## config.mk

```make
export PLATFORM = sky130hd
export DESIGN_NAME = sliding_window_median_filter_unit
export DESIGN_NICKNAME = d
export VERILOG_FILES = /design/src/hdl/swmf_pkg.sv /design/src/hdl/swmf_cell.sv /design/src/hdl/sliding_window_median_filter_unit.sv
export SDC_FILE = /design/constraint.sdc
export NUM_CORES = 1
export LEC_CHECK = 0
export BUFFER_PORTS_ARGS = -buffer_cell sky130_fd_sc_hd__clkbuf_2
export CAP_MARGIN = 10
export CELL_PAD_IN_SITES_DETAIL_PLACEMENT = 0
export CELL_PAD_IN_SITES_GLOBAL_PLACEMENT = 1
export CORE_MARGIN = 2
export CORE_UTILIZATION = 51
export DETAILED_ROUTE_END_ITERATION = 8
export PLACE_DENSITY_LB_ADDON = 0.1
export REMOVE_ABC_BUFFERS = 1
export SYNTH_ARGS = -nofsm -noshare
export SYNTH_HDL_FRONTEND = slang
export SYNTH_HIERARCHICAL = 1
export SYNTH_SLANG_ARGS = --single-unit
```

## constraint.sdc

```tcl
create_clock -name clk -period 6.4 [get_ports clk]
set_input_delay 1.28 -clock clk [delete_from_list [all_inputs] [get_ports clk]]
set_output_delay 1.28 -clock clk [all_outputs]
set_load 0.1 [all_outputs]
```

## src/hdl/swmf_pkg.sv

```systemverilog
// Package for the sliding window median filter.
// Holds default sizes, the configuration register layout, the controller
// state type and the control bundle sent to the cell chain. No dependencies.
package swmf_pkg;

  // Default sizes for the top level parameters
  localparam int MaxWindowDef   = 15;
  localparam int SampleWidthDef = 16;

  // Window size register
  localparam int CfgWidth = 4;
  localparam logic [CfgWidth-1:0] WindowReset = 4'd5;

  // Controller states
  typedef enum logic [2:0] {
    S_IDLE,
    S_DECIDE,
    S_RANK,
    S_MED,
    S_FLUSH
  } state_t;

  // Control bundle broadcast to every cell of the chain
  typedef struct packed {
    logic shift;       // move held samples one cell toward the head
    logic probe_load;  // copy held samples into the probe chain, clear ranks
    logic rank_en;     // count the head probe against the held sample
  } cell_ctrl_t;

endpackage

```

## src/hdl/swmf_cell.sv

```systemverilog
// One cell of the median filter chain: a held sample, a probe register that
// shifts toward the head, and a rank counter. Depends on swmf_pkg.
module swmf_cell #(
  parameter int INDEX        = 0,
  parameter int SAMPLE_WIDTH = swmf_pkg::SampleWidthDef,
  parameter int CW           = 4
) (
  input  logic                     clk,
  input  swmf_pkg::cell_ctrl_t     ctrl,
  input  logic                     wr_en,
  input  logic [SAMPLE_WIDTH-1:0]  wr_data,
  input  logic [SAMPLE_WIDTH-1:0]  next_value,
  input  logic [SAMPLE_WIDTH-1:0]  next_probe,
  input  logic [SAMPLE_WIDTH-1:0]  head_probe,
  input  logic [CW-1:0]            tick,
  output logic [SAMPLE_WIDTH-1:0]  value,
  output logic [SAMPLE_WIDTH-1:0]  probe,
  output logic [CW-1:0]            rank
);

  logic below;

  // Head probe ranks below this sample; ties go to the older sample
  always_comb begin
    below = ($signed(head_probe) < $signed(value)) ||
            ((head_probe == value) && (int'(tick) < INDEX));
  end

  // Hold, insert or advance the held sample
  always_ff @(posedge clk) begin
    if (wr_en) begin
      value <= wr_data;
    end else if (ctrl.shift) begin
      value <= next_value;
    end
  end

  // Load the probe from the held sample, else advance it toward the head
  always_ff @(posedge clk) begin
    if (ctrl.probe_load) begin
      probe <= wr_en ? wr_data : value;
    end else begin
      probe <= next_probe;
    end
  end

  // Count probes that sort ahead of this sample
  always_ff @(posedge clk) begin
    if (ctrl.probe_load) begin
      rank <= '0;
    end else if (ctrl.rank_en && below) begin
      rank <= rank + CW'(1);
    end
  end

endmodule

```

## src/hdl/sliding_window_median_filter_unit.sv

```systemverilog
// Sliding window median filter, top level: controller and the cell chain.
// Depends on swmf_pkg and swmf_cell.
//
// Each sample on the input stream is held in a chain of cells, oldest at
// the head. With an odd window W, once W samples are held every new sample
// yields the median of the window (placed at the window's start) and the
// oldest sample leaves the chain. A sample flagged by tlast ends the track:
// after its median, if any, the held samples are sent on unchanged, oldest
// first, and the chain empties. With an even window, or zero, every sample
// passes through unchanged. A sample that yields a median goes through a
// ranking pass in which the probe chain brings one window sample per cycle
// to the head and every cell counts it against its own sample; flushed
// samples then leave the head one by one. Results wait in an output
// register, and the block stalls while it is full. Writing the window size
// empties the chain without results.
module sliding_window_median_filter_unit #(
  parameter int MAX_WINDOW   = swmf_pkg::MaxWindowDef,
  parameter int SAMPLE_WIDTH = swmf_pkg::SampleWidthDef
) (
  input  logic                                clk,
  input  logic                                rst,
  // Window size register
  input  logic                                cfg_valid,
  output logic                                cfg_ready,
  input  logic [swmf_pkg::CfgWidth-1:0]       cfg_data,
  // Sample stream in
  input  logic                                s_tvalid,
  output logic                                s_tready,
  input  logic [((SAMPLE_WIDTH+7)/8)*8-1:0]   s_tdata,  // sample
  input  logic                                s_tlast,  // final_req
  // Result stream out
  output logic                                m_tvalid,
  input  logic                                m_tready,
  output logic [((SAMPLE_WIDTH+7)/8)*8-1:0]   m_tdata,  // value
  output logic                                m_tlast   // end_of_run
);

  localparam int CW = $clog2(MAX_WINDOW + 1);
  localparam int DW = ((SAMPLE_WIDTH + 7) / 8) * 8;

  swmf_pkg::state_t     state, state_next;
  logic [swmf_pkg::CfgWidth-1:0] wsize;
  logic [CW-1:0]        fill, fill_next;
  logic [CW-1:0]        tick, tick_next;
  logic [SAMPLE_WIDTH-1:0] smp;
  logic                 fin;
  logic                 out_valid;
  logic [SAMPLE_WIDTH-1:0] out_value, out_value_next;
  logic                 out_last, out_last_next;
  logic                 out_load;
  logic                 wr_any;
  swmf_pkg::cell_ctrl_t cc;

  logic [CW-1:0]        w_eff, cnt_eff, cnt_inc, mid;
  logic                 odd, slot_free;
  logic [SAMPLE_WIDTH-1:0] median;

  logic [SAMPLE_WIDTH-1:0] cell_value [MAX_WINDOW];
  logic [SAMPLE_WIDTH-1:0] cell_probe [MAX_WINDOW];
  logic [CW-1:0]           cell_rank  [MAX_WINDOW];

  // Handshakes and result port
  assign s_tready  = (state == swmf_pkg::S_IDLE);
  assign cfg_ready = (state == swmf_pkg::S_IDLE);
  assign m_tvalid  = out_valid;
  assign m_tdata   = DW'(out_value);
  assign m_tlast   = out_last;
  assign slot_free = !out_valid || m_tready;

  // Window limits and insert position
  always_comb begin
    w_eff   = CW'((int'(wsize) > MAX_WINDOW) ? MAX_WINDOW : int'(wsize));
    odd     = w_eff[0];
    cnt_eff = (fill >= w_eff) ? (w_eff - CW'(1)) : fill;
    cnt_inc = cnt_eff + CW'(1);
    mid     = (w_eff - CW'(1)) >> 1;
  end

  // Pick the cell whose rank is the middle one
  always_comb begin
    median = '0;
    for (int i = 0; i < MAX_WINDOW; i++) begin
      if ((CW'(i) < w_eff) && (cell_rank[i] == mid)) begin
        median = median | cell_value[i];
      end
    end
  end

  // Next state and control
  always_comb begin
    state_next     = state;
    fill_next      = fill;
    tick_next      = tick;
    out_load       = 1'b0;
    out_value_next = smp;
    out_last_next  = 1'b1;
    wr_any         = 1'b0;
    cc             = '0;
    case (state)
      swmf_pkg::S_IDLE: begin
        if (cfg_valid) begin
          fill_next = '0;
        end
        if (s_tvalid) begin
          state_next = swmf_pkg::S_DECIDE;
        end
      end
      swmf_pkg::S_DECIDE: begin
        if (!odd) begin
          if (slot_free) begin
            out_load   = 1'b1;
            fill_next  = '0;
            state_next = swmf_pkg::S_IDLE;
          end
        end else begin
          wr_any    = 1'b1;
          fill_next = cnt_inc;
          if (cnt_inc == w_eff) begin
            cc.probe_load = 1'b1;
            tick_next     = '0;
            state_next    = swmf_pkg::S_RANK;
          end else if (fin) begin
            state_next = swmf_pkg::S_FLUSH;
          end else begin
            state_next = swmf_pkg::S_IDLE;
          end
        end
      end
      swmf_pkg::S_RANK: begin
        cc.rank_en = 1'b1;
        tick_next  = tick + CW'(1);
        if (tick == (w_eff - CW'(1))) begin
          state_next = swmf_pkg::S_MED;
        end
      end
      swmf_pkg::S_MED: begin
        if (slot_free) begin
          out_load       = 1'b1;
          out_value_next = median;
          out_last_next  = !(fin && (w_eff != CW'(1)));
          cc.shift       = 1'b1;
          fill_next      = fill - CW'(1);
          if (fin && (w_eff != CW'(1))) begin
            state_next = swmf_pkg::S_FLUSH;
          end else begin
            if (fin) begin
              fill_next = '0;
            end
            state_next = swmf_pkg::S_IDLE;
          end
        end
      end
      swmf_pkg::S_FLUSH: begin
        if (slot_free) begin
          out_load       = 1'b1;
          out_value_next = cell_value[0];
          out_last_next  = (fill == CW'(1));
          cc.shift       = 1'b1;
          fill_next      = fill - CW'(1);
          if (fill == CW'(1)) begin
            state_next = swmf_pkg::S_IDLE;
          end
        end
      end
      default: begin
        state_next = swmf_pkg::S_IDLE;
      end
    endcase
  end

  // Control registers
  always_ff @(posedge clk) begin
    if (rst) begin
      state <= swmf_pkg::S_IDLE;
      wsize <= swmf_pkg::WindowReset;
      fill  <= '0;
    end else begin
      state <= state_next;
      fill  <= fill_next;
      if (cfg_valid && cfg_ready) begin
        wsize <= cfg_data;
      end
    end
  end

  // Capture the accepted transaction, advance the rank tick
  always_ff @(posedge clk) begin
    tick <= tick_next;
    if (s_tvalid && s_tready) begin
      smp <= s_tdata[SAMPLE_WIDTH-1:0];
      fin <= s_tlast;
    end
  end

  // Output register: hold until the transaction completes
  always_ff @(posedge clk) begin
    if (rst) begin
      out_valid <= 1'b0;
    end else if (out_load) begin
      out_valid <= 1'b1;
    end else if (m_tready) begin
      out_valid <= 1'b0;
    end
  end

  always_ff @(posedge clk) begin
    if (out_load) begin
      out_value <= out_value_next;
      out_last  <= out_last_next;
    end
  end

  // Cell chain, head at index zero
  for (genvar i = 0; i < MAX_WINDOW; i++) begin : g_cell
    logic [SAMPLE_WIDTH-1:0] nv, np;
    if (i == MAX_WINDOW - 1) begin : g_tail
      assign nv = cell_value[i];
      assign np = cell_probe[i];
    end else begin : g_mid
      assign nv = cell_value[i+1];
      assign np = cell_probe[i+1];
    end

    swmf_cell #(
      .INDEX        (i),
      .SAMPLE_WIDTH (SAMPLE_WIDTH),
      .CW           (CW)
    ) u_cell (
      .clk        (clk),
      .ctrl       (cc),
      .wr_en      (wr_any && (cnt_eff == CW'(i))),
      .wr_data    (smp),
      .next_value (nv),
      .next_probe (np),
      .head_probe (cell_probe[0]),
      .tick       (tick),
      .value      (cell_value[i]),
      .probe      (cell_probe[i]),
      .rank       (cell_rank[i])
    );
  end

endmodule

```

; ---- Word-level counts from Yosys, hierarchy flattened
; Cells that the tools add are included.
[word_totals]
output_inout_bits = 20
in_bits = 26
reg_bits = 590
wordCells = 407
[classes]
muxes = 113
order_cmp = 45
bitwise = 14
reduce_logical = 102
addsub = 19
eq_ne = 60
[op_table]
columns = op, n
row1 = 16-bit 2-to-1 mux, 74
row2 = 16-bit < comparator, 15
row3 = 16-bit == test, 14
row4 = 16-bit OR, 14
row5 = 4-bit by 1-bit adder with 4-bit output (second input constant), 17
row6 = 1-bit logical AND, 62
row7 = 4-bit by 3-bit == test with 1-bit output, 15
row8 = 4-bit 2-to-1 mux, 10
row9 = 16-bit one-hot mux with 2 select lines, 1
row10 = 2-bit nonzero test, 16
row11 = 3-bit 2-to-1 mux, 10
row12 = 4-bit == test (second input constant), 7
row13 = 4-bit < comparator (first input constant), 7
row14 = 4-bit < comparator (second input constant), 7
row15 = 4-bit by 3-bit == test with 1-bit output (second input constant), 4
row16 = 3-bit by 4-bit < comparator with 1-bit output (first input constant), 4
row17 = 4-bit by 3-bit < comparator with 1-bit output (second input constant), 4
row18 = 4-bit one-hot mux with 4 select lines, 1
row19 = 1-bit logical OR, 15
row20 = 3-bit one-hot mux with 5 select lines, 1
row21 = 2-bit inequality test (second input constant), 7
row22 = 1-bit 2-to-1 mux, 13
row23 = 4-bit by 1-bit == test with 1-bit output (second input constant), 2
row24 = 4-bit by 2-bit == test with 1-bit output (second input constant), 2
row25 = 23 further kinds, 31

; ---- Longest topological paths before layout
; Gate-level depths: netlist of run 1.
[logic_depth]
word_depth = 34
ltp_mapped = 20
depth_no_buf = 17

; ---- Cells and area by module
; Netlist of run 1, hierarchy kept.
[modules_own_cells]
columns = mod, area_each_um2, seq_area_each_um2, cells_per_inst, instances
row1 = sliding_window_median_filter_unit, 5108.6, 1381.3, 579, 1
row2 = swmf_cell at g_cell[10].u_cell ..., 2024.4, 880.8, 198, 2
row3 = swmf_cell at g_cell[5].u_cell, 2072.0, 880.8, 195, 1
row4 = swmf_cell at g_cell[6].u_cell, 2034.5, 880.8, 198, 1
row5 = swmf_cell at g_cell[3].u_cell, 2006.9, 880.8, 188, 1
row6 = swmf_cell at g_cell[7].u_cell, 2004.4, 880.8, 196, 1
row7 = swmf_cell at g_cell[0].u_cell, 2001.9, 880.8, 196, 1
row8 = swmf_cell at g_cell[9].u_cell, 1994.4, 880.8, 193, 1
row9 = swmf_cell at g_cell[4].u_cell, 1993.2, 880.8, 188, 1
row10 = swmf_cell at g_cell[13].u_cell, 1983.2, 880.8, 188, 1
row11 = swmf_cell at g_cell[1].u_cell, 1978.1, 880.8, 189, 1
row12 = swmf_cell at g_cell[8].u_cell, 1970.6, 880.8, 188, 1
row13 = swmf_cell at g_cell[11].u_cell, 1969.4, 880.8, 186, 1
row14 = swmf_cell at g_cell[12].u_cell, 1955.6, 880.8, 187, 1
row15 = swmf_cell at g_cell[2].u_cell, 1949.4, 880.8, 183, 1

; ---- Worst setup path after synthesis of run 1
; OpenSTA, ideal clock, no wires.
[synth_timing]
path_type = register to register
startpoint = register wsize, in the netlist w_eff[0]
endpoint = register g_cell[0].u_cell.probe[10]
path_buffers = 7
required_time_ns = 6.268
path_stages_with_launch = 17
synth_period_minus_slack_ns = 5.345
arrival_ns = 5.212
path_slack_ns = 1.055
setup_time_ns = 0.132
cell_sequence = dfxtp_1 -> buf_6 -> clkbuf_1 -> inv_1 -> ha_1 -> buf_2 -> buf_2 -> a21oi_1 -> ha_1 -> or4_1 -> o211ai_1 -> nand2_1 -> nor2_1 -> clkbuf_1 -> clkbuf_1 -> clkbuf_1 -> a21oi_1
[synth_rtl]
columns = element, line_no
row1 = from (decl), sliding_window_median_filter_unit.sv:42  ; logic [swmf_pkg::CfgWidth-1:0] wsize;
row2 = from (signal assigned), sliding_window_median_filter_unit.sv:175  ; wsize <= swmf_pkg::WindowReset;
row3 = from (signal assigned), sliding_window_median_filter_unit.sv:181  ; wsize <= cfg_data;
row4 = to (signal assigned), swmf_cell.sv:41  ; probe <= wr_en ? wr_data : value;
row5 = to (signal assigned), swmf_cell.sv:43  ; probe <= next_probe;
row6 = to (decl), swmf_cell.sv:17  ; output logic [SAMPLE_WIDTH-1:0] probe,

==> run metrics, run 1 <==
Peak VDD IR roughly 0.00023 V; P per Cell Area 372 nW/um^2; vias in the first global route 26900; Net Sw Frac 36.7%; Core Box Area 68300 um^2; worst slew pin tran 1260 ps; Mapped Area 35100 um^2; root buf cell clkbuf_16; CP endpoint kind flop; final worst slack 1700 ps; DP HPWL 85600 um; share of Yosys cell area claimed by the top area cell type 23.8%; DR pass1 iterations 9; Skew-Pair Late Insertion Delay ~630 ps; internal cell power 0.00916 W; htree depth 3; Worst EP arrival 5240 ps; Psw 0.00532 W; Slew HR 16.1%; number of failing hold endpoints at the final stage 0; synth top area cells edfxtp_1 24%, dfxtp_1 18%, ha_1 9.6%, mux2_2 7.5%, mux2i_1 7.2%; Syn Inst Count between 3000 and 4000; die width approximately 270 um; Final setup viols 0; status complete, but fails checks; Clock Tree Buf Depth 3; DR iter-0 viols 2816; HP Class reg2reg; RSZ-0062 raised after global routing false; Fillers between 5000 and 6000; post-CTS sizing 0; Hold Slack 454 ps; failing checks DRC; DIE AREA between 70000 and 80000 um^2; Final Non-Filler Cells 4429; drt via density roughly 6.3; Layout Nets 3782; port bufs 45; Die Height ~270 um; Avg Synthesized Cell Area 10.2 um^2; Place WS 1820 ps; clk sinks around 600; Yosys reg bits a little under 600; layout cells sized above 1 17.1%; Seq/Total Area, Yosys about two fifths; register share of total power a little under 40%; static leakage 15.4 nW; global route overflow 0; antenna violations before repair 2; most frequent cell after synthesis a21oi_1; Period Utilization, post-route 73.4%; Ports 46; gr usage total 32.4%; Yosys Warn Count 6; crit-path max FO 52; combinational share of power between 30% and 40%; Max Clock Freq 213 MHz; Yosys cell types 120; Synth async-reset ratio 0%; Worst Path Required ~7000 ps; via count 27700; post-route minimum period between 4000 and 5000 ps; CP Launch Type flop; number of enable flip-flop cells after synthesis 278; clock share of power 28.3%; Layout area overhead 11.0%; WL final ~120000 um; Main synth FF type dfxtp_1; Worst-path clk slew 60 ps; global-route wire length before repair 172000 um; routed len/inst approximately 26 um; top cells by instance count after synthesis 361 x a21oi_1, 335 x nor2_1, 312 x dfxtp_1; CTS Buf Count 71; Clock Skews 24.6 ps; largest net degree at the start of global routing 93; kind of critical path reg2reg; routability-driven placement congestion ratio 0.976; drc violations 4; max-slew violation count 0; Setup Buffers After CTS 0; ANT nets after route 0; leading area contributor after synthesis edfxtp_1; number of cells after detailed placement between 4000 and 5000; Rows 96; Initial Util 51.3%; CTS tree done; Pwr Total 0.0145 W; hold_buf cts 0; Max-Cap Viols 0
[power groups by stage]
| stage | logic [W] | clock network, W | registers [W] |
|---|---|---|---|
| 2_1_floorplan | 0.00319 | 0 | 0.00568 |
| 3_3_place_gp | 0.00432 | 0 | 0.00579 |
| 3_5_place_dp | 0.00452 | 0 | 0.00580 |
| 4_1_cts | 0.00456 | 0.00416 | 0.00573 |
| 5_1_grt | 0.00510 | 0.00431 | 0.00585 |
| 6_report | 0.00462 | 0.00410 | 0.00576 |
[sequential cells by signal, summed over array words and instances (netlist names)]
name and flops:
w_eff 4, fill 4, g_cell.u_cell/value 240, tick 4
g_cell.u_cell/probe 240, g_cell.u_cell/rank 60, state 3, fin 1
m_tvalid 1, m_tlast 1, m_tdata 16, smp 16
[cells by family after synthesis]
group / count (synthesis) / synth area share, %
compound gates: 708 / 13.4
xor+xnor: 46 / 1.31
fa+ha+maj: 269 / 9.60
buf+inv: 446 / 5.04
flops: 590 / 41.6
mux: 516 / 15.7
simple gates: 875 / 13.4
[per-layer routing]
layer  track usage [%]  share of wire (%)  wire (um)
met5                 0                  0          0
met4              11.2                3.6       4160
met3              6.60                8.0       9280
met2              50.6                 45      52200
met1              44.7                 44      50700
[layout by cell type, fill, tap and decap left out, types with 13 or more instances in the layout]
master,n
and3_1,14
nor2_4,16
mux2_2,233
inv_1,281
ha_1,269
edfxtp_1,278
nand2_1,114
buf_4,76
a211oi_1,14
xnor2_1,30
a22o_1,13
nand2b_1,50
a22oi_1,53
nand3_1,45
nand4_1,61
nor2_1,318
clkbuf_16,77
a21o_1,22
clkbuf_1,22
nand4_2,13
o21ai_0,46
dfxtp_1,312
a222oi_1,28
clkbuf_2,45
nor3_1,41
mux2i_1,252
nor2b_1,44
or2_2,17
a221oi_1,17
mux2_1,27
nor3b_1,15
a21oi_1,361
[metrics by stage]
stage	TNS, ps	utilization [%]	area [um^2]
floorplan	-4529500	-	34400
global placement	0	53.5	36600
detailed placement	0	53.5	36600
CTS	0	57.0	38900
global route	0	57.0	38900
finish	0	57.0	38900
[final timing paths]
check | to | slack [ps] | from | cells after the start
setup / recovery | g_cell[8].u_cell/probe[6] | 1700 | w_eff[2] | 18
hold / removal | g_cell[5].u_cell/probe[2] | 450 | g_cell[6].u_cell/probe[2] | 2
setup reg to reg | g_cell[8].u_cell/probe[6] | 1700 | w_eff[2] | 18
hold reg to reg | g_cell[5].u_cell/probe[2] | 450 | g_cell[6].u_cell/probe[2] | 2
[worst max-delay path, cell delays in order, from the launching register on]
cell      delay (ps)
dfxtp_1          310
buf_4            320
inv_1            110
ha_1             280
o21ai_0          200
nor2b_1          290
nor2_1           120
nor2_1           100
a21oi_1           80
ha_1             300
or4_1            510
o211ai_1         170
nand2_1          140
nor2_4           650
buf_12           260
buf_12           230
buf_12           250
nor2_1            80
a21oi_1          140
[area by class of cell]
cell class | instances | area, um^2 | area share (%)
Multi-Input combinational cell | 2414 | 18900 | 48.4
Sequential cell | 590 | 14600 | 37.5
Clock buffer | 108 | 2130 | 5.48
Tap cell | 882 | 1100 | 2.83
Inverter | 281 | 1050 | 2.71
Timing Repair Buffer | 129 | 956 | 2.46
Clock inverter | 24 | 231 | 0.595
Antenna cell | 1 | 2.50 | 0.00643
Power figures use the tool's default switching activity.
==> inputs of run 2 (changes only) <==
Settings changed: CORE_UTILIZATION 51 to 46.
Clock period 6.4 ns to 4.24 ns, I/O delays scaled along.
==> run 2 against run 1 <==
The run now ends clean. Register-to-register slack worse by 1400 ps. Routed wire length is 3.3% higher. Die area increased by 11%. Via count is 0.30% lower. Highest routed layer unchanged.
==> run metrics, run 2 (synthesis gave the netlist of run 1 again) <==
clk sinks 590 (unchanged); layout cells sized above 1 18.1% (+1.0 points); WL final 120000 um (+3.3%); CP endpoint kind flop; worst slew pin tran 1170 ps (-84.1 ps); Max-Cap Viols 0 (unchanged); DP HPWL 89800 um (+4.9%); antenna violations before repair 0 (-2); drt via density 6.06 (-3.2%); status completed; drc violations 0 (-4); Core Util, Final 52.1% (-4.8 points); static leakage 15.6 nW (+1.4%); Multi-input gate area 18900 um^2 (about the same); vias in the first global route 26800 (-0.22%); global-route wire length before repair 175000 um (+1.9%); Final setup viols 0 (unchanged); Slew HR 21.7% (+5.7 points); Max Clock Freq 252 MHz (+18%); kind of critical path reg2reg; Worst-path clk slew 60 ps (about the same); htree depth 3 (unchanged); Die Height 280 um (+5.2%); Skew-Pair Late Insertion Delay 620 ps (about the same); commonest cells after routing, fill and taps aside 361 x a21oi_1, 318 x nor2_1, 312 x dfxtp_1; Layout Nets 3818 (+0.95%); global routing's busiest layer met2; Clock Tree Buf Depth 3 (unchanged); Period Utilization, post-route 93.6% (+20 points); commonest non-fill, non-tap cell in the layout a21oi_1; Worst Path Required 4720 ps (-2230 ps); P per Cell Area 562 nW/um^2 (+51%); Initial Util 46.3% (-5.0 points); Fillers 6922 (+16%); number of failing hold endpoints at the final stage 0 (unchanged); post-route minimum period 3970 ps (-730 ps); root buf cell clkbuf_16; routed len/inst 26.4 um (+0.36%); CP Launch Type flop; port bufs 45 (unchanged); Hold Slack 399 ps (-54.6 ps); grt met2 use 46.9% (-3.7 points); ANT nets after route 0 (unchanged); Rows 101 (+5.2%); routability-driven placement congestion ratio 1.01 (+3.2%); gr usage total 30.1% (-2.3 points); via count 27600 (-0.30%); Storage cell area 14600 um^2 (unchanged); Ports 46 (unchanged); die width 280 um (+5.2%); RSZ-0062 raised after global routing false; max-slew violation count 0 (unchanged); Layout area overhead 12.5%; Core Box Area 75700 um^2 (+11%); global route overflow 0 (unchanged); DR pass1 iterations 8 (-1); M3 GR Usage 5.55% (-1.0 points); Pwr Total 0.0222 W (+53%); DR iter-0 viols 2720 (-3.4%); CTS tree done; routing usage on met1 42.1% (-2.6 points); HP Class in2reg; crit-path max FO 37 (-29%); CTS Buf Count 70 (-1.4%); DIE AREA 78500 um^2 (+11%); Worst EP arrival 4450 ps (-790 ps); Largest regs g_cell.u_cell/probe x240, g_cell.u_cell/value x240, g_cell.u_cell/rank x60; Peak VDD IR 0.000343 V (+51%); Clock Skews 15.1 ps (-9.49 ps); largest net degree at the start of global routing 87 (-6.5%)
run 2: changes by cell type in the layout (fill, tap and decap cells not counted), sizes merged:
| cell | change |
|---|---|
| buf | +36 |
| clkbuf | -16 |
| clkinv | +14 |
| bufinv | +6 |
| inv | -5 |
| diode | +1 |
run 2: metrics by stage:
| stage | TNS [ps] | cells | cell area, um^2 | setup slack [ps] |
|---|---|---|---|---|
| final | 0 | 4561 | 39500 | 273 |
| after global routing | 0 | 4559 | 39500 | 37.5 |
| after CTS | 0 | 4558 | 39400 | 297 |
| after detailed placement | 0 | 4428 | 37000 | 294 |
| after global placement | 0 | 4428 | 37000 | 307 |
| after floorplan | -5489010 | 3285 | 34400 | -18590 |
run 2: critical path, stage by stage (launching register included):
cell      delay, ps
dfxtp_1         350
inv_1           130
ha_1            300
inv_1            40
o21a_1          210
nor2_1          230
a21oi_1         160
ha_1            290
or4_1           510
o211ai_1        190
nand2_1         150
nor2_4          240
buf_12          260
nor3_1          130
and3_2          220
a221oi_1        250
o211ai_1        150
run 2: layout make-up:
type	instances	share of cell area [%]
diodes	2	0.0127
clock buffers	91	4.89
clock inverters	39	1.17
inverters	281	2.67
multi-input cells	2414	47.8
flip-flops and latches	590	37.0
well taps	978	3.10
repair buffers	166	3.38
run 2: power breakdown:
group / internal [W] / leakage [nW] / switching [W]
registers: 0.00753 / 5.14 / 0.00113
clock network: 0.00373 / 1.17 / 0.00258
logic: 0.00278 / 9.26 / 0.00442
total: 0.0140 / 15.6 / 0.00813
run 2: repair_timing:
action,CTS,global route
setup buffers,0,0
endpoints found under the setup margin,0,42
hold buffers,0,0
gates resized for setup,0,5
run 2: path summary, 6_finish.rpt:
| path | startpoint | endpoint | slack (ps) | cells past startpoint |
|---|---|---|---|---|
| worst max register to register | w_eff[1] | g_cell[5].u_cell/rank[3] | 270 | 16 |
| worst min-delay path | s_tdata[5] | smp[5] | 400 | 1 |
| worst min register to register | g_cell[6].u_cell/probe[2] | g_cell[5].u_cell/probe[2] | 450 | 2 |
| worst max-delay path | w_eff[1] | g_cell[5].u_cell/rank[3] | 270 | 16 |
run 2: per-layer routing:
| metal | vias up | part of all wire (%) |
|---|---|---|
| li1 | 12800 | - |
| met1 | 13500 | 45 |
| met2 | 1099 | 44 |
| met3 | 182 | 7.5 |
| met4 | 0 | 3.1 |
| met5 | - | 0 |
